==> src/hw/rtl/mwrl_pkg.sv <==
// mwrl_pkg: shared types and constants of the multi-window rate limiter
// used by mwrl_alu and multi_window_client_rate_limiter; depends on nothing
package mwrl_pkg;

  localparam logic [31:0] MINUTE_LEN = 32'd60;
  localparam logic [31:0] HOUR_LEN   = 32'd3600;
  localparam logic [31:0] DAY_LEN    = 32'd86400;
  localparam logic [15:0] UNLIMITED_REMAINING = 16'd999;

  localparam logic [1:0] WIN_MINUTE = 2'd0;
  localparam logic [1:0] WIN_HOUR   = 2'd1;
  localparam logic [1:0] WIN_DAY    = 2'd2;

  typedef struct packed {
    logic [31:0] a;
    logic [31:0] b;
  } alu_req_t;

  typedef struct packed {
    logic [31:0] diff;
    logic        borrow;
  } alu_res_t;

  function automatic logic [31:0] win_len(input logic [1:0] w);
    logic [31:0] len;
    case (w)
      WIN_MINUTE: len = MINUTE_LEN;
      WIN_HOUR:   len = HOUR_LEN;
      default:    len = DAY_LEN;
    endcase
    return len;
  endfunction

endpackage

==> src/hw/rtl/mwrl_alu.sv <==
// mwrl_alu: shared 32-bit subtractor with borrow out, used for ages,
// window expiry, reset times, limit checks and the remaining count; uses mwrl_pkg
module mwrl_alu (
  input  mwrl_pkg::alu_req_t req,
  output mwrl_pkg::alu_res_t res
);
  import mwrl_pkg::*;

  logic [32:0] diff_w;

  assign diff_w     = {1'b0, req.a} - {1'b0, req.b};
  assign res.diff   = diff_w[31:0];
  assign res.borrow = diff_w[32];

endmodule

==> config.mk <==
export PLATFORM = sky130hd
export DESIGN_NAME = mwrl_alu
export DESIGN_NICKNAME = d
export VERILOG_FILES = /design/src/hw/rtl/mwrl_pkg.sv /design/src/hw/rtl/mwrl_alu.sv
export SDC_FILE = /design/constraint.sdc
export NUM_CORES = 1
export LEC_CHECK = 0
export ABC_AREA = 1
export ABC_CLOCK_PERIOD_IN_PS = 4300
export BUFFER_PORTS_ARGS = -buffer_cell sky130_fd_sc_hd__buf_4
export CAP_MARGIN = 20
export CORE_ASPECT_RATIO = 0.75
export CORE_MARGIN = 3
export CORE_UTILIZATION = 57
export DETAILED_ROUTE_END_ITERATION = 12
export PLACE_DENSITY = 0.94
export SKIP_LAST_GASP = 1
export SYNTH_ARGS = -nofsm -noshare
export SYNTH_HDL_FRONTEND = slang
export SYNTH_SLANG_ARGS = --single-unit
==> constraint.sdc <==
create_clock -name vclk -period 4.3
set_input_delay 0.645 -clock vclk [all_inputs]
set_output_delay 0.645 -clock vclk [all_outputs]
set_load 0.1 [all_outputs]
* Word level (Yosys, flattened, before mapping)
Index checks and enable logic that the tools add are counted.
** Cells by class
- Add/subtract/negate cells :: 1
** Operators by type and width (number)
- $sub 32x32->33 :: 1
** Word-level totals
- Register bits after elaboration :: 0
- Bits of input ports :: 64

* Longest topological paths before layout
Gate-level depths: netlist (run 1).
- Word-level depth :: 1
- Mapped depth :: 13

* Least setup slack after synthesis (run 1)
No wires, ideal clock.
- Kind :: input -> output
- Start :: input port req[32] (netlist name)
- End :: output port res[13] (netlist name)
- Arrival :: 3137 ps
- Path buffers :: 0
- Stages :: 9
- Required time :: 3655 ps
- Setup slack :: 518 ps
- Cells stage by stage :: inv_1 -> ha_1 -> fa_1 -> inv_1 -> nand3_1 -> nand3_1 -> nand3_1 -> nand2_1 -> xor2_1
** RTL lines
- from (decl) :: RTL line mwrl_alu.sv:4 : input mwrl_pkg::alu_req_t req,
- to (decl) :: RTL line mwrl_alu.sv:5 : output mwrl_pkg::alu_res_t res

==> summary.txt, run 1 <==
Pwr
  • Power density over the cells: 280.1 mW/mm²
  • Peak supply drop: 0.2635 mV
  • Power Total: 0.0009437 W
  • P_int: 0.0002298 W
  • Pleak: 2.431 nW
  • Seq pwr share: 0%
  • Clk pwr share: 0%
  • P_sw: 0.0007140 W
  • Switching share of power: 75.65%
  • Combinational fraction of design power: 100.0%

Placement
  • Dpl cell area: 0.003369 mm²
  • Gpl congestion: 0.9866
  • Cells after DPL: 702
  • HPWL Detailed: 7746 µm
  • PortBufs: 97

Global routing
  • GRT overflow: 0
  • Largest net degree at the start of global routing: 7
  • Antenna violations before repair: 0
  • Tot GR Track Use: 30.73%
  • Global-route wire length before repair: 13,720 µm
  • Number of global-route vias before repair: 3,071

Synthesis
  • Synth cell types: 21
  • Post-synth top area share: 33.85%
  • Synth Area in XOR/XNOR: 4.767%
  • Mux cell area share after synthesis: 0%
  • Mapped Avg Cell Area: 4.677 µm²
  • Synth Area in Simple Gates: 51.70%
  • Syn Nets: 647
  • Cell taking the most area after synthesis: nand2_1
  • Synthesis Warnings: 0
  • Post-synthesis compound-gate area fraction: 4.864%
  • Syn Inst Count: 550
  • Most common cell in the netlist: nand2_1
  • Largest family of logic cells by synthesized area: simple AND/OR/NAND/NOR gates
  • Adder and majority cell fraction of the synthesized area: 16.34%
  • Mapped cell area: 0.002572 mm²
  • Synth top cells by count: 232 x nand2_1, 153 x inv_1, 45 x nor2_1
  • Seq/Total Area, Yosys: 0%
  • Ranking of synthesized cells by area: nand2_1 34%, inv_1 22%, ha_1 16%, nor2_1 6.6%, nand3_1 4.7%

Floorplan
  • Io pins: 97
  • Die Span Y: 64.18 µm
  • Starting Density: 61.19%
  • Row Count: 20
  • Die area: 0.005364 mm²
  • Core ar.: 0.004204 mm²
  • Chip Width: 83.57 µm

Cells and area
  • Final Cell Area: 0.003369 mm²
  • Core Util, Final: 80.15%
  • Nets@finish: 746
  • Area grow syn2layout: 30.98%
  • Share of post-route cells with drive strength above 1: 16.85%
  • Seq_cells: 0
  • Ant diodes: 0
  • Clk_buf instances: 0
  • FILL cells: 361
  • Post-Layout Cell Count: 702
  • FF+latch area: 0 µm²

Critical path
  • Max incr delay on CP: 440 ps
  • CP max-delay cell: fa_1
  • Most frequent CP cell: nand2_1
  • Crit path max-delay family: simple AND/OR/NAND/NOR gates
  • Crit path required time: 3650 ps
  • Critical path type: in -> out
  • Setup crit start kind: primary input
  • Critical Path End Type: output port
  • Buf/Inv on CP: 3
  • Crit-path cells: buf_4 > ha_1 > fa_1 > inv_1 > nand3_1 > nand3_1 > nand3_1 > nand2_1 > nand2_1 > nand2_1 > nand2_1 > nand2_1 > buf_4
  • Critical path launch point: req[0]
  • Crit-path max FO: 3
  • Critical path data arrival time: 2530 ps

Job
  • Number of max-cap violations: 0

Drt
  • DRC violations left: 0
  • Routed vias: 3,573
  • Drt pass-1 iters: 5
  • Wire length per cell: 12.27 µm
  • Antenna viol nets, final: 0
  • Detailed Route WL: 8613 µm
  • Vias per cell: 5.090
  • DRT iter0 DRCs: 330

Timing
  • Fmax: 0.3147 GHz
  • RSZ-0062 raised after global routing: false
  • Setup violations, final: 0
  • Final Max Slew Viols: 0
  • Slew @ Worst Pin: 291.9 ps
  • Final-report hold violation count: 0
  • Minimum clock period: 3178 ps
  • Total Neg Setup Slack: 0 ps
  • Slew headroom: 80.50%
  • Tcrit/Tclk final: 73.90%

Run status
  • Status: completed

Hold path
  • Hold Crit Class: in -> out
  • Worst Hold Launch: req[0]

Clock tree
  • # hold bufs at CTS: 0
  • Post-cts repair resize count: 0
  • Setup Buffers After CTS: 0
[worst min-delay path, delay by kind of cell]
family | cells | cell delay, ps
adder cells (fa/ha/maj) | 1 | 120
buffers and inverters | 3 | 340
[layer usage]
metal,routed length [µm],global-route usage (%),up-vias
met5,0,0,-
met4,85,3.213,0
met3,890,1.933,11
met2,3780,49.80,175
met1,3857,45.79,1579
li1,-,-,1808
[per-stage QoR]
step / setup slack (ps) / hold WS (ps)
after floorplan: 517.8 / 1748
after detailed placement: 1115 / 1745
after CTS: 1117 / 1749
final: 1122 / 1748
after global routing: 978.0 / 1772
after global placement: 1214 / 1732
[area by class of cell]
| cell class | count | area (µm²) | share of cell area, % |
|---|---|---|---|
| multi-input combinational | 397 | 1998 | 59.30 |
| timing repair buffer | 97 | 728.2 | 21.61 |
| inverter | 153 | 574.3 | 17.04 |
| tap | 55 | 68.82 | 2.042 |
[cells by family after synthesis]
logic type               after synthesis
AO/OA/AOI/OAI                         24
XOR/XNOR                              14
AND/OR/NAND/NOR                      326
buffers and inverters                153
adder cells (fa/ha/maj)               33
[power by group through the flow]
stage               clock [W]  combinational, W  sequential (W)
finish                      0          0.000944               0
global route                0          0.000997               0
CTS                         0          0.000936               0
detailed placement          0          0.000934               0
global placement            0          0.000921               0
floorplan                   0          0.000719               0
[cells in the final DEF, fill, tap and decap left out, drive strengths merged]
master	count
ha	32
nor2	46
nand3	27
and2	1
buf	97
inv	153
nand4	6
or2	1
a21oi	21
a21o	1
nand3b	2
nand2	239
o21bai	1
o21ai	1
xnor2	2
nor3	4
fa	1
xor2	12
[path summary, 6_finish.rpt]
check | endpoint | slack (ps) | cells after the start
worst max-delay path | res[21] | 1120 | 13
worst min-delay path | res[1] | 1750 | 4
Note: power is estimated with default switching activity, not from simulation.
==> run 2: changes to the inputs <==
- ABC_CLOCK_PERIOD_IN_PS: 4300 -> 2900
- CORE_UTILIZATION: 57 -> 48
- PLACE_DENSITY: 0.94 -> 0.84
- clock period: 4.3 -> 2.9 ns (I/O delays scaled with it)
==> summary.txt, run 2 (synthesized netlist as in run 1, its figures left out) <==
Placement
  • HPWL Detailed: 7633 µm
  • Cells after DPL: 720
  • Dpl cell area: 0.003507 mm²
  • Minimum setup slack after placement: 96.09 ps
  • PortBufs: 97
  • Gpl congestion: 0.9160

Timing
  • Slew @ Worst Pin: 378.1 ps
  • Tcrit/Tclk final: 96.12%
  • Final Max Slew Viols: 0
  • Fmax: 0.3587 GHz
  • Minimum clock period: 2788 ps
  • RSZ-0062 raised after global routing: true
  • Setup violations, final: 0
  • Slew headroom: 74.74%
  • Total Neg Setup Slack: 0 ps
  • Final-report hold violation count: 0
  • Final WS setup: 112.4 ps

Drt
  • Vias per cell: 4.656
  • Wire length per cell: 11.66 µm
  • Drt pass-1 iters: 4
  • DRC violations left: 0
  • DRT iter0 DRCs: 203
  • Routed vias: 3,352
  • Antenna viol nets, final: 0
  • Detailed Route WL: 8397 µm

Floorplan
  • Core ar.: 0.005037 mm²
  • Die Span Y: 69.40 µm
  • Die area: 0.006283 mm²
  • Starting Density: 51.07%
  • Io pins: 97
  • Chip Width: 90.53 µm
  • Row Count: 22

Pwr
  • Power Total: 0.001431 W
  • Power density over the cells: 406.7 mW/mm²
  • Pleak: 2.466 nW
  • Peak supply drop: 0.3906 mV

Global routing
  • Global-route wire length before repair: 13,750 µm
  • Number of global-route vias before repair: 2,987
  • Tot GR Track Use: 26.10%
  • Largest net degree at the start of global routing: 7
  • Antenna violations before repair: 0
  • GRT overflow: 0

Hold path
  • Worst Hold Launch: req[0]
  • WHS Endpoint: res[1]
  • Hold Crit Class: in -> out
  • Hold depth: 4

Cells and area
  • Clk_buf instances: 0
  • Area occupied by multi-input gates: 0.002107 mm²
  • Nets@finish: 747
  • Area grow syn2layout: 36.77%
  • Post-Layout Cell Count: 720
  • FILL cells: 488
  • Ant diodes: 0
  • Commonest cells after routing, fill and taps aside: 232 x nand2_1, 153 x inv_1, 95 x buf_4
  • Commonest non-fill, non-tap cell in the layout: nand2_1
  • FF+latch area: 0 µm²
  • Final Cell Area: 0.003518 mm²
  • Seq_cells: 0
  • Share of post-route cells with drive strength above 1: 19.29%

Job
  • Number of max-cap violations: 0

Critical path
  • Critical path data arrival time: 2350 ps
  • Crit path required time: 2470 ps
  • Setup crit start kind: primary input
  • Critical path type: in -> out
  • Crit-path max FO: 3
  • Critical Path End Type: output port

Clock tree
  • Setup Buffers After CTS: 0
  • Post-cts repair resize count: 0
  • # hold bufs at CTS: 0

Run status
  • Status: completed
[run 2: changes by cell type in the layout (fill, tap and decap cells not counted), sizes merged]
cell  previous run  this run
buf             97        98
[run 2: worst max-delay path by stage]
stage	slack [ps]	depth (start not counted)	endpoint	start
after global placement	150	13	res[17]	req[0]
after CTS	90	13	res[17]	req[0]
final	110	13	res[17]	req[0]
after detailed placement	100	13	res[17]	req[0]
after floorplan	-20	9	res[13]	req[32]
after global routing	-20	13	res[17]	req[0]
[run 2: power breakdown]
part,leakage [nW],switching (W),internal (W),total (W)
logic,2.47,0.00107,0.000363,0.00143
registers,0,0,0,0
clock network,0,0,0,0
[run 2: final cells by class]
class | instances | share of cell area (%)
inverters | 153 | 16.32
well taps | 72 | 2.560
repair buffers | 98 | 21.23
multi-input cells | 397 | 59.89
[run 2: worst max-delay path, stage by stage]
cell      delay (ps)
buf_4            110
ha_1             220
fa_1             470
inv_1            150
nand3_1           80
nand3_1          110
nand2_1           70
nand2_1          130
nand2_1          100
nand3b_1         130
nand2_1           60
nand2_1           70
buf_6            220
[run 2: metrics by stage]
step | hold slack, ps | utilization [%]
floorplan | 1328 | -
global placement | 1311 | 69.62
detailed placement | 1321 | 69.62
CTS | 1322 | 69.62
global route | 1342 | 69.85
finish | 1324 | 69.85
[run 2: layer usage]
metal	up-vias	global-route usage, %	share of wire [%]
li1	1791	-	-
met2	92	41.50	42
met3	6	0.4338	4.7
met4	0	0.3396	0.48
met5	-	0	0
met1	1463	41.25	53
==> run 3: changes to the inputs <==
- ABC_CLOCK_PERIOD_IN_PS: 2900 -> 3400
- CORE_UTILIZATION: 48 -> 57
- PLACE_DENSITY: 0.84 -> 0.94
- clock period: 2.9 -> 3.4 ns (I/O delays scaled with it)
==> summary.txt, run 3 (synthesized netlist as in run 1, its figures left out) <==
Job
  • Number of max-cap violations: 0

Floorplan
  • Starting Density: 61.19%
  • Core ar.: 0.004204 mm²
  • Row Count: 20
  • Die area: 0.005364 mm²
  • Io pins: 97
  • Die Span Y: 64.18 µm
  • Chip Width: 83.57 µm

Global routing
  • Number of global-route vias before repair: 3,005
  • Global-route wire length before repair: 13,250 µm
  • Antenna violations before repair: 0
  • Largest net degree at the start of global routing: 7
  • GRT overflow: 0
  • Tot GR Track Use: 29.53%

Critical path
  • CP max-delay cell: fa_1
  • Crit path required time: 2890 ps
  • Setup crit start kind: primary input
  • Critical path type: in -> out
  • Max incr delay on CP: 460 ps
  • Critical Path End Type: output port
  • Crit-path max FO: 3
  • Most frequent CP cell: nand2_1
  • Crit-path cells: buf_4 > ha_1 > fa_1 > inv_1 > nand3_1 > nand3_1 > nand2_1 > nand2_1 > nand2_1 > nand3b_1 > nand2_1 > nand2_1 > buf_4
  • Critical path data arrival time: 2470 ps

Hold path
  • Hold depth: 4
  • Hold Crit Class: in -> out
  • Worst Hold Launch: req[0]
  • WHS Endpoint: res[1]

Drt
  • Drt pass-1 iters: 6
  • Antenna viol nets, final: 0
  • Wire length per cell: 11.61 µm
  • Detailed Route WL: 8152 µm
  • Routed vias: 3,443
  • Vias per cell: 4.905
  • DRT iter0 DRCs: 264
  • DRC violations left: 0

Cells and area
  • Commonest non-fill, non-tap cell in the layout: nand2_1
  • FF+latch area: 0 µm²
  • FILL cells: 329
  • Seq_cells: 0
  • Ant diodes: 0
  • Clk_buf instances: 0
  • Commonest cells after routing, fill and taps aside: 232 x nand2_1, 153 x inv_1, 97 x buf_4
  • Nets@finish: 746
  • Share of post-route cells with drive strength above 1: 17.47%
  • Area grow syn2layout: 32.00%

Placement
  • Gpl congestion: 0.9744
  • PortBufs: 97
  • HPWL Detailed: 7345 µm

Pwr
  • Power Total: 0.001193 W
  • Combinational fraction of design power: 100.0%
  • P_int: 0.0002932 W
  • Peak supply drop: 0.2951 mV
  • Pleak: 2.435 nW
  • Clk pwr share: 0%
  • Seq pwr share: 0%
  • P_sw: 0.0008999 W
  • Switching share of power: 75.43%
  • Power density over the cells: 351.3 mW/mm²

Timing
  • Final Max Slew Viols: 0
  • Slew headroom: 79.47%
  • Minimum clock period: 2977 ps
  • Tcrit/Tclk final: 87.57%
  • Slew @ Worst Pin: 307.2 ps
  • Fmax: 0.3359 GHz
  • Setup violations, final: 0
  • Total Neg Setup Slack: 0 ps
  • Final-report hold violation count: 0
  • RSZ-0062 raised after global routing: false

Clock tree
  • Setup Buffers After CTS: 0
  • Post-cts repair resize count: 0
  • # hold bufs at CTS: 0

Run status
  • Status: completed
-- run 3: worst max path at each step --
stage / end / from / cells after the start
6_report: res[17] / req[0] / 13
5_1_grt: res[17] / req[0] / 13
4_1_cts: res[17] / req[0] / 13
3_5_place_dp: res[17] / req[0] / 13
3_3_place_gp: res[17] / req[0] / 13
2_1_floorplan: res[16] / req[2] / 8
-- run 3: routing by layer --
| metal | track usage [%] | vias to the layer above | part of all wire (%) |
|---|---|---|---|
| met5 | 0 | - | 0 |
| met4 | 3.213 | 0 | 0.98 |
| met3 | 1.804 | 10 | 9.8 |
| met2 | 47.72 | 163 | 43 |
| met1 | 44.14 | 1463 | 46 |
| li1 | - | 1807 | - |
-- run 3: critical path: cells and delay by family --
family	cells	cell delay, ps
AND/OR/NAND/NOR	8	760
adder cells (fa/ha/maj)	2	680
buffers and inverters	3	520
-- run 3: cell type report --
cell class                      instances  area, µm²  share of cell area [%]
Inverter                              153      574.3                   16.91
Multi-Input combinational cell        397       2024                   59.62
Timing Repair Buffer                   97      728.2                   21.44
Tap cell                               55      68.82                   2.027
-- run 3: power groups by stage --
stage                     Sequential (W)  Clock (W)  Combinational [W]
final                                  0          0            0.00119
after detailed placement               0          0            0.00118
after CTS                              0          0            0.00119
after global routing                   0          0            0.00127
after global placement                 0          0            0.00117
after floorplan                        0          0           0.000916
-- run 3: through the flow --
| stage | setup slack (ps) | hold WS (ps) | instance area [µm²] | cells | util [%] |
|---|---|---|---|---|---|
| 5_1_grt | 262.9 | 1484 | 3396 | 702 | 80.77 |
| 6_report | 422.7 | 1466 | 3396 | 702 | 80.77 |
| 2_1_floorplan | 54.68 | 1478 | 2599 | 550 | - |
| 3_5_place_dp | 424.7 | 1466 | 3396 | 702 | 80.77 |
| 3_3_place_gp | 525.6 | 1463 | 3396 | 702 | 80.77 |
| 4_1_cts | 412.2 | 1467 | 3396 | 702 | 80.77 |
